$ cat config.mk
export PLATFORM = sky130hd
export DESIGN_NAME = fuzzy_word_term_matcher
export DESIGN_NICKNAME = d
export VERILOG_FILES = /design/src/sv/fwtm_pkg.sv /design/src/sv/fwtm_cell.sv /design/src/sv/fwtm_chain.sv /design/src/sv/fuzzy_word_term_matcher.sv
export SDC_FILE = /design/constraint.sdc
export NUM_CORES = 1
export LEC_CHECK = 0
export ABC_AREA = 1
export BUFFER_PORTS_ARGS = -buffer_cell sky130_fd_sc_hd__clkbuf_2
export CAP_MARGIN = 10
export CORE_MARGIN = 1.5
export CORE_UTILIZATION = 30
export CTS_CLUSTER_DIAMETER = 40
export DETAILED_ROUTE_END_ITERATION = 6
export GPL_TIMING_DRIVEN = 0
export PLACE_DENSITY = 0.54
export SLEW_MARGIN = 40
export SYNTH_ARGS = -nofsm -noshare
export SYNTH_HDL_FRONTEND = slang
export SYNTH_HIERARCHICAL = 1
export SYNTH_SLANG_ARGS = --single-unit
export TNS_END_PERCENT = 30
$ cat constraint.sdc
create_clock -name clk -period 7.55 [get_ports clk]
set_clock_uncertainty 0.1 [all_clocks]
set_input_delay 0.3775 -clock clk [delete_from_list [all_inputs] [get_ports clk]]
set_output_delay 0.3775 -clock clk [all_outputs]
set_load 0.005 [all_outputs]
$ cat src/sv/fwtm_pkg.sv
`timescale 1ns / 1ps
// Shared types, register indexes and helpers for the fuzzy word/term matcher.
// Used by the cell, the cell row and the top level; depends on nothing.
package fwtm_pkg;

  localparam int ROW_W = 5;
  localparam int TERM_REG_CHARS = 16;
  localparam logic [ROW_W-1:0] ROW_MAX = 5'd31;
  localparam logic [7:0] LEN_MAX = 8'd255;

  localparam logic [1:0] REG_TERM_LENGTH = 2'd0;
  localparam logic [1:0] REG_TERM_CHARS_LOW = 2'd1;
  localparam logic [1:0] REG_TERM_CHARS_HIGH = 2'd2;

  localparam logic [1:0] TOL_NONE = 2'd0;
  localparam logic [1:0] TOL_ONE = 2'd1;
  localparam logic [1:0] TOL_TWO = 2'd2;

  // Wavefront beat handed from one cell to the next.
  typedef struct packed {
    logic             valid;
    logic [ROW_W-1:0] old_row;
    logic [ROW_W-1:0] new_row;
    logic             old_pbit;
  } link_t;

  function automatic logic [7:0] mask_fold(input logic [7:0] c, input logic [7:0] mask);
    logic [7:0] m;
    m = c & mask;
    if (m >= 8'd65 && m <= 8'd90) begin
      m = m + 8'd32;
    end
    return m;
  endfunction

  function automatic logic [ROW_W-1:0] sat_inc(input logic [ROW_W-1:0] v);
    return (v == ROW_MAX) ? ROW_MAX : v + 5'd1;
  endfunction

  function automatic logic [1:0] tolerance(input logic [4:0] l);
    logic [1:0] t;
    if (l < 5'd3) begin
      t = TOL_NONE;
    end else if (l <= 5'd5) begin
      t = TOL_ONE;
    end else begin
      t = TOL_TWO;
    end
    return t;
  endfunction

endpackage

$ cat src/sv/fwtm_cell.sv
`timescale 1ns / 1ps
// One column of the Levenshtein row with its substring prefix bit.
// Depends on fwtm_pkg for the link type and helpers.
module fwtm_cell #(
  parameter logic [4:0] INIT = 5'd0
) (
  input  logic            clk,
  input  logic            rst,
  input  logic            clear,
  input  logic            active,
  input  logic [7:0]      term_ch,
  input  logic [7:0]      word_ch,
  input  fwtm_pkg::link_t link_in,
  output fwtm_pkg::link_t link_out,
  output logic [4:0]      row,
  output logic            pbit
);
  import fwtm_pkg::*;

  logic             eq;
  logic [ROW_W-1:0] m1;
  logic [ROW_W-1:0] m2;
  logic [ROW_W-1:0] row_next;

  assign eq = (term_ch == word_ch);

  always_comb begin
    m1 = (link_in.new_row < row) ? link_in.new_row : row;
    m2 = (link_in.old_row < m1) ? link_in.old_row : m1;
    row_next = eq ? link_in.old_row : sat_inc(m2);
  end

  always_ff @(posedge clk) begin
    if (rst || clear) begin
      row <= INIT;
      pbit <= 1'b0;
      link_out.valid <= 1'b0;
    end else begin
      link_out.valid <= link_in.valid;
      if (link_in.valid) begin
        link_out.old_row <= row;
        link_out.old_pbit <= pbit;
        if (active) begin
          row <= row_next;
          pbit <= link_in.old_pbit & eq;
          link_out.new_row <= row_next;
        end else begin
          // Columns beyond the term keep their value and hold no prefix.
          pbit <= 1'b0;
          link_out.new_row <= row;
        end
      end
    end
  end

endmodule

$ cat src/sv/fwtm_chain.sv
`timescale 1ns / 1ps
// Row of matcher cells, columns 1 to MAX_TERM_CHARS, linked left to right.
// Depends on fwtm_pkg and fwtm_cell.
module fwtm_chain #(
  parameter int MAX_TERM_CHARS = 16,
  parameter int CHAR_BITS = 8
) (
  input  logic                              clk,
  input  logic                              rst,
  input  logic                              clear,
  input  logic [4:0]                        eff_len,
  input  logic [fwtm_pkg::TERM_REG_CHARS-1:0][7:0] term_chars,
  input  logic [7:0]                        word_ch,
  input  fwtm_pkg::link_t                   link_in,
  output logic                              done,
  output logic [MAX_TERM_CHARS-1:0][4:0]    rows,
  output logic [MAX_TERM_CHARS-1:0]         pbits
);
  import fwtm_pkg::*;

  localparam logic [7:0] CHAR_MASK = (CHAR_BITS >= 8) ? 8'hFF : 8'((1 << CHAR_BITS) - 1);

  link_t links [MAX_TERM_CHARS+1];

  assign links[0] = link_in;
  assign done = links[MAX_TERM_CHARS].valid;

  for (genvar j = 1; j <= MAX_TERM_CHARS; j++) begin : g_cell
    localparam logic [4:0] INIT = (j > 31) ? 5'd31 : 5'(j);
    logic [7:0] tch;
    logic       act;

    if (j <= TERM_REG_CHARS) begin : g_char
      assign tch = mask_fold(term_chars[j-1], CHAR_MASK);
    end else begin : g_zero
      assign tch = mask_fold(8'd0, CHAR_MASK);
    end

    assign act = (j <= int'(eff_len));

    fwtm_cell #(.INIT(INIT)) u_cell (
      .clk      (clk),
      .rst      (rst),
      .clear    (clear),
      .active   (act),
      .term_ch  (tch),
      .word_ch  (word_ch),
      .link_in  (links[j-1]),
      .link_out (links[j]),
      .row      (rows[j-1]),
      .pbit     (pbits[j-1])
    );
  end

endmodule

$ cat src/sv/fuzzy_word_term_matcher.sv
`timescale 1ns / 1ps
// Fuzzy word/term matcher: bounded Levenshtein distance plus substring search.
// Each character is taken only once the update wavefront of the previous one has crossed the
// cell row, one cell a cycle; in_stall stays high until then, so characters do not overlap.
// A result is stored once the wavefront of the last character leaves the row, later
// while an earlier result is still stalled, and the input stalls until it can be stored.
// Synchronous reset clears the row to its initial distances and sets term_length to 1.
module fuzzy_word_term_matcher #(
  parameter int MAX_TERM_CHARS = 16,
  parameter int CHAR_BITS = 8
) (
  input  logic        clk,
  input  logic        rst,
  input  logic        cfg_write_enable,
  input  logic [1:0]  cfg_index,
  input  logic [63:0] cfg_data,
  input  logic        in_valid,
  output logic        in_stall,
  input  logic [7:0]  char_code,
  input  logic        last_char,
  output logic        out_valid,
  input  logic        out_stall,
  output logic        matched,
  output logic        substring_hit,
  output logic        length_within,
  output logic [4:0]  edit_distance,
  output logic [7:0]  word_length
);
  import fwtm_pkg::*;

  localparam logic [7:0] CHAR_MASK = (CHAR_BITS >= 8) ? 8'hFF : 8'((1 << CHAR_BITS) - 1);
  localparam int LEN_CAP = (MAX_TERM_CHARS < TERM_REG_CHARS) ? MAX_TERM_CHARS : TERM_REG_CHARS;
  localparam int IDX_W = (MAX_TERM_CHARS < 2) ? 1 : $clog2(MAX_TERM_CHARS + 1);

  logic [4:0]  term_length;
  logic [63:0] term_chars_low;
  logic [63:0] term_chars_high;

  logic [ROW_W-1:0] row0;
  link_t            link0;
  logic             found;
  logic [7:0]       length_count;
  logic [7:0]       word_ch;
  logic             last_r;
  logic             busy;
  logic             fin_pend;

  logic [4:0]       eff_len;
  logic             accept;
  logic             done;
  logic             fire;
  logic             clear;
  logic [MAX_TERM_CHARS-1:0][4:0] rows;
  logic [MAX_TERM_CHARS-1:0]      pbits;
  logic [MAX_TERM_CHARS:0][4:0]   row_all;
  logic [MAX_TERM_CHARS:0]        pbit_all;
  logic [TERM_REG_CHARS-1:0][7:0] term_chars;
  logic [IDX_W-1:0] sel;
  logic             hit;
  logic [1:0]       thr;
  logic [7:0]       gap;
  logic             lw;
  logic [4:0]       distance;

  assign eff_len = (term_length > 5'(LEN_CAP)) ? 5'(LEN_CAP) : term_length;
  assign term_chars = {term_chars_high, term_chars_low};

  assign in_stall = busy;
  assign accept = in_valid && !busy;
  assign fire = (done || fin_pend) && (!last_r || !out_valid || !out_stall);
  assign clear = fire && last_r;

  assign row_all = {rows, row0};
  assign pbit_all = {pbits, 1'b0};
  assign sel = IDX_W'(eff_len);

  always_comb begin
    hit = (eff_len == 5'd0) || found || pbit_all[sel];
    thr = tolerance(eff_len);
    gap = (length_count > {3'd0, eff_len}) ? length_count - {3'd0, eff_len}
                                            : {3'd0, eff_len} - length_count;
    lw = (gap <= {6'd0, thr});
    distance = row_all[sel];
  end

  always_ff @(posedge clk) begin
    if (rst) begin
      term_length <= 5'd1;
      term_chars_low <= 64'd0;
      term_chars_high <= 64'd0;
    end else if (cfg_write_enable) begin
      unique case (cfg_index)
        REG_TERM_LENGTH:     term_length <= cfg_data[4:0];
        REG_TERM_CHARS_LOW:  term_chars_low <= cfg_data;
        REG_TERM_CHARS_HIGH: term_chars_high <= cfg_data;
        default: ;
      endcase
    end
  end

  // Column zero of the row and the per-word counters live here.
  always_ff @(posedge clk) begin
    if (rst || clear) begin
      row0 <= 5'd0;
      link0.valid <= 1'b0;
      found <= 1'b0;
      length_count <= 8'd0;
    end else begin
      link0.valid <= accept;
      if (accept) begin
        row0 <= sat_inc(row0);
        link0.old_row <= row0;
        link0.new_row <= sat_inc(row0);
        link0.old_pbit <= 1'b1;
        if (length_count != LEN_MAX) begin
          length_count <= length_count + 8'd1;
        end
      end
      if (fire) begin
        found <= hit;
      end
    end
  end

  always_ff @(posedge clk) begin
    if (accept) begin
      word_ch <= mask_fold(char_code, CHAR_MASK);
      last_r <= last_char;
    end
  end

  always_ff @(posedge clk) begin
    if (rst) begin
      busy <= 1'b0;
      fin_pend <= 1'b0;
    end else begin
      if (accept) begin
        busy <= 1'b1;
      end else if (fire) begin
        busy <= 1'b0;
      end
      fin_pend <= (done || fin_pend) && !fire;
    end
  end

  // The result register frees the row for the next word while a result waits.
  always_ff @(posedge clk) begin
    if (rst) begin
      out_valid <= 1'b0;
    end else if (clear) begin
      out_valid <= 1'b1;
    end else if (!out_stall) begin
      out_valid <= 1'b0;
    end
  end

  always_ff @(posedge clk) begin
    if (clear) begin
      matched <= hit || (lw && (distance <= {3'd0, thr}));
      substring_hit <= hit;
      length_within <= lw;
      edit_distance <= distance;
      word_length <= length_count;
    end
  end

  fwtm_chain #(
    .MAX_TERM_CHARS (MAX_TERM_CHARS),
    .CHAR_BITS      (CHAR_BITS)
  ) u_chain (
    .clk        (clk),
    .rst        (rst),
    .clear      (clear),
    .eff_len    (eff_len),
    .term_chars (term_chars),
    .word_ch    (word_ch),
    .link_in    (link0),
    .done       (done),
    .rows       (rows),
    .pbits      (pbits)
  );

endmodule

## Word level (Yosys, flattened, before mapping)

Index checks and enable logic that the tools add are counted.

- Register bits after elaboration: 463
- Input port bits: 80
- Output and inout port bits: 18

- Reductions and logical operators: 58
- Bitwise gates (word level): 16
- Add/subtract/negate cells: 37
- Equal/unequal tests: 37
- Magnitude comparators: 89
- Muxes and demuxes: 125

Operator list:

| operator | count |
|---|---|
| 5-bit two-way mux | 82 |
| 5-bit less-than comparator | 32 |
| 8-bit two-way mux | 18 |
| 8-bit by 6-bit adder with 8-bit output, second input constant | 17 |
| 8-bit by 7-bit >= comparator with 1-bit output, second input constant | 17 |
| 8-bit by 7-bit less-or-equal comparator with 1-bit output, second input constant | 17 |
| 8-bit == test | 16 |
| 5-bit by 1-bit adder with 5-bit output, second input constant | 17 |
| 5-bit == test, second input constant | 17 |
| 2-bit AND reduction | 21 |
| 4-bit by 5-bit less-or-equal comparator with 1-bit output, first input constant | 8 |
| 5-bit binary-select mux with 5-bit select | 1 |
| 1-bit logical AND | 22 |
| 1-bit two-way mux | 21 |
| 3-bit by 5-bit less-or-equal comparator with 1-bit output, first input constant | 4 |
| 1-bit bitwise AND | 15 |
| 2-bit by 5-bit less-or-equal comparator with 1-bit output, first input constant | 2 |
| 8-bit by 1-bit adder with 8-bit output, second input constant | 1 |
| 8-bit by 5-bit > comparator with 1-bit output | 1 |
| 8-bit by 2-bit less-or-equal comparator with 1-bit output | 1 |
| 8-bit inequality test, second input constant | 1 |
| 5-bit by 8-bit subtractor with 8-bit output | 1 |
| 8-bit by 5-bit subtractor with 8-bit output | 1 |
| 1-bit logical OR | 7 |
| other kinds (17) | 22 |

## Depth between registers and ports, before layout

- Depth after elaboration: 8
- Gate-level depth with buffers: 26

## By module

The synthesis kept the hierarchy.

By module, submodules not included:

| module | instances | area each (um2) | sequential area each (um2) | cells each |
|---|---|---|---|---|
| fuzzy_word_term_matcher | 1 | 8,473.1 | 4,073.9 | 1,140 |
| fwtm_cell (u_chain.g_cell[11].u_cell ...) | 2 | 1,273.7 | 470.5 | 154 |
| fwtm_chain | 1 | 1,680.4 | 0.0 | 359 |
| fwtm_cell (u_chain.g_cell[3].u_cell) | 1 | 1,362.6 | 470.5 | 165 |
| fwtm_cell (u_chain.g_cell[7].u_cell) | 1 | 1,355.0 | 470.5 | 168 |
| fwtm_cell (u_chain.g_cell[6].u_cell) | 1 | 1,328.8 | 470.5 | 166 |
| fwtm_cell (u_chain.g_cell[2].u_cell) | 1 | 1,327.5 | 470.5 | 162 |
| fwtm_cell (u_chain.g_cell[14].u_cell) | 1 | 1,322.5 | 470.5 | 155 |
| fwtm_cell (u_chain.g_cell[5].u_cell) | 1 | 1,322.5 | 470.5 | 167 |
| fwtm_cell (u_chain.g_cell[15].u_cell) | 1 | 1,303.8 | 470.5 | 158 |
| fwtm_cell (u_chain.g_cell[10].u_cell) | 1 | 1,291.2 | 470.5 | 152 |
| fwtm_cell (u_chain.g_cell[9].u_cell) | 1 | 1,290.0 | 470.5 | 151 |
| fwtm_cell (u_chain.g_cell[16].u_cell) | 1 | 1,286.2 | 470.5 | 156 |
| fwtm_cell (u_chain.g_cell[4].u_cell) | 1 | 1,282.5 | 470.5 | 164 |
| +3 rows | -- | -- | -- | -- |

## Least setup slack after synthesis

No wires, ideal clock.

- Path type: reg2reg
- Start: register u_chain.g_cell[1].u_cell.row[4]
- End: register u_chain/g_cell[1].u_cell/link_out[4] (netlist name) (data pin)
- Stages on the path, launching flop included: 24
- Arrival time: 3.143 ns
- Path slack: 4.045 ns
- Period minus slack after synthesis: 3.505 ns
- Data required time: 7.188 ns
- Cells stage by stage: dfxtp_1 > inv_1 > ha_1 > nand2_1 > inv_1 > nand2_2 > nand3_4 > o21ai_0 > inv_1 > ha_1 > a21oi_1 > nor2_1 > a211oi_1 > nand2_2 > buf_6 > nand3_1 > o21ai_2 > ha_1 > nand3_1 > o21ai_1 > nand2_2 > nand3_1 > nand2_1 > o21ai_1

- Longest elaborated chain between the ends: 8
- Elaborated cells between the ends (all ways): 9

RTL lines:

| what | line | text |
|---|---|---|
| start: declaration | fwtm_cell.sv:15 | `output logic [4:0] row,` |
| start signal: assignment | fwtm_cell.sv:44 | `row <= row_next;` |
| 5-bit less-than comparator | fwtm_cell.sv:28 | `m1 = (link_in.new_row < row) ? link_in.new_row : row;` |
| 5-bit two-way mux * | fwtm_cell.sv:28 |  |
| 5-bit less-than comparator | fwtm_cell.sv:29 | `m2 = (link_in.old_row < m1) ? link_in.old_row : m1;` |
| 5-bit two-way mux * | fwtm_cell.sv:29 |  |
| 5-bit by 1-bit adder with 5-bit output / 5-bit == test (equally long branches) | fwtm_pkg.sv:37 | `return (v == ROW_MAX) ? ROW_MAX : v + 5'd1;` |
| 5-bit two-way mux * | fwtm_pkg.sv:37 |  |
| 5-bit two-way mux * | fwtm_cell.sv:30 | `row_next = eq ? link_in.old_row : sat_inc(m2);` |
| 5-bit two-way mux * | -- |  |
| end: declaration | fwtm_cell.sv:14 | `output fwtm_pkg::link_t link_out,` |

Every way passes the cells marked *; elsewhere a longest branch is shown, timed or not.
A chain may end at the register's enable or synchronous reset.

## Worst setup path in the final report

- Start: register u_chain.g_cell[1].u_cell.row[2]
- End: register u_chain/g_cell[1].u_cell/link_out[4] (netlist name) (data pin)

The elaborated chain is that of the path after synthesis.

==> impl_results.md <==
- Status: completed
- Vias post-DR: ~27000
- Final Hold Vio Count: 0
- Post-CTS setup buffer count: 0
- Hold Buf Count CTS: 74
- Layout area overhead: 20.16%
- Cells after Synth: 4016
- Worst Setup End Kind: flip-flop
- MaxCap Viol Count: 0
- Placement Setup Slack: 3399 ps
- NumNets Final: 4554
- Antenna violations before repair: 0
- Die H: 322.2 um
- CP max FO: 10
- FF/Latch Area: between 10000 and 15000 sq um
- Kind of critical path: flip-flop to flip-flop
- Arr. time, crit path: 4520 ps
- Max Slew Vio Count: 0
- WP data required: 7820 ps
- Width of the die: about 320 um
- Worst vdd ir: 174.6 uV
- Static leakage: 16.95 nW
- CP startpoint kind: flip-flop
- Syn Area/Cell: between 7 and 8 sq um
- Cts repair resizes: 0
- Clk sink count: 463
- Ys Warns: 6
- Cell Rows: 116
- Fillers: 10500
- Clock transition at path regs: roughly 60 ps
- First DRT Iteration DRCs: 1596
- Setup tns final: 0 ps
- Initial core utilization: 30.39%
- RePlAce Congestion: 0.8932
- Final wirelength: 88950 um
- Fraction of layout cells with a size suffix above 1: around 17%
- Cell Area, Synth: around 30000 sq um
- Post-synthesis net count: 4276
- Multi-input logic area: ~17000 sq um
- CTS Buf Count: between 80 and 90
- Slew @ Worst Pin: slightly below 900 ps
- Max Freq: roughly 240 MHz
- Overflow after GRT: 0
- Max-slew headroom: 40.11%
- Pre-antenna DRT Iters: 7
- Port bufs: 97
- Diode insertion count for antenna repair: 0
- Placed Area: 33100 sq um
- Post-DP HPWL: 69550 um
- Post-route minimum period: 4251 ps
- Total global-route track usage: 17.10%
- Slack of the critical path: approximately 3300 ps
- RSZ-0062 raised after global routing: no
- Power Density: 201.4 nW/um^2
- DRC violations left: 0
- Finished Cell Area: 36730 sq um
- Vias per inst: 4.662
- Core Area: between 100000 and 150000 sq um
- Clk root buf: clkbuf_16
- Hold Path Class: input pin to flip-flop
- Post-DRT Antenna Nets: 0
- CTS Buffer Depth: 3
- Period utilization: 56.30%
- Htree depth: 3
- Die area: just over 100000 sq um
- Setup-failing EPs final: 0
- I/O pins: 98
- Vias in the first global route: 25740
- First-pass GRT wire length: 141000 um
- Largest net degree at the start of global routing: 20
- Worst-skew pair later-pin latency: 640 ps
- Routed len/inst: 15.55 um
- CTS tree: built
- Core Util, Final: 36.52%
cell usage in the layout, fill, tap and decap left out, types with 24 or more instances in the layout:
master / instances
inv_2: 25
o22ai_1: 25
nand2_1: 819
nand3_1: 227
clkbuf_16: 85
nand3_4: 24
inv_1: 539
o21ai_1: 67
dlygate4sd3_1: 74
a21oi_1: 105
nor2_1: 446
nor4_1: 27
nand3_2: 29
or2_2: 30
clkbuf_1: 60
edfxtp_1: 200
o21ai_0: 284
ha_1: 178
xor2_1: 133
dfxtp_1: 263
nor2_2: 37
o21ai_2: 41
nand2_4: 50
clkbuf_2: 98
nand2_2: 138
nand4_1: 86
through the flow:
| step | total power [mW] | hold slack [ps] | std cells |
|---|---|---|---|
| 2_1_floorplan | 3.308 | 325.2 | 4016 |
| 3_3_place_gp | 3.544 | 357.8 | 5470 |
| 3_5_place_dp | 3.570 | 357.6 | 5492 |
| 4_1_cts | 7.466 | 75.35 | 5721 |
| 5_1_grt | 7.696 | 106.9 | 5721 |
| 6_report | 7.398 | 98.78 | 5721 |
worst paths after layout:
kind                                                      start                              endpoint  slack [ps]  cells past startpoint
worst max-delay path            u_chain/g_cell[1].u_cell/row[2]  u_chain/g_cell[1].u_cell/link_out[4]        3300                     23
worst min-delay path                                   in_valid                            word_ch[3]         100                      3
worst max register to register  u_chain/g_cell[1].u_cell/row[2]  u_chain/g_cell[1].u_cell/link_out[4]        3300                     23
worst min register to register    u_chain/g_cell[4].u_cell/pbit  u_chain/g_cell[4].u_cell/link_out[0]         370                      0
where the power goes:
part | internal, mW | switching [mW]
clock network | 2.40 | 1.44
registers | 2.67 | 0.0682
logic | 0.297 | 0.522
total | 5.37 | 2.03
registers in the layout, indices dropped and copies added (netlist names), 5 cells and up:
register and flops:
length_count 8, row0 5, u_chain/g_cell.u_cell/row 80, term_length 5
word_ch 8, term_chars_high 64, u_chain/g_cell.u_cell/link_out 181, edit_distance 5
u_chain/g_cell.u_cell/pbit 16, term_chars_low 64, link0 11, word_length 8
layout make-up:
type / instances / share of cell area [%]
inverters: 574 / 5.893
multi-input cells: 2903 / 45.86
plain buffers: 76 / 0.9811
clock inverters: 62 / 1.887
repair buffers: 193 / 4.084
clock buffers: 93 / 5.982
well taps: 1357 / 4.623
flip-flops and latches: 463 / 30.69
worst max-delay path: stages (launching register included):
cell and delay, ps:
dfxtp_1 490, inv_1 140, ha_1 310, nand2_1 70, nand2_1 60, nand2_2 80, nand3_4 110, o21ai_0 300
inv_1 110, ha_1 300, a21oi_1 130, nor2_1 50, a211oi_1 470, nand2_2 130, buf_6 160, nand3_1 80
o21ai_2 90, ha_1 210, nand3_1 140, o21ai_1 80, nand2_2 100, nand3_1 110, nand2_1 80, o21ai_1 80
metal layers:
metal	share of wire (%)	routed length (um)	up-vias	track usage, %
li1	-	-	13740	-
met2	47	42170	504	29.43
met1	46	40890	12310	22.36
met3	4.5	3994	117	2.417
met5	0	0	-	0
met4	2.1	1890	0	4.392
No activity file was read; power rests on OpenSTA's default activity.
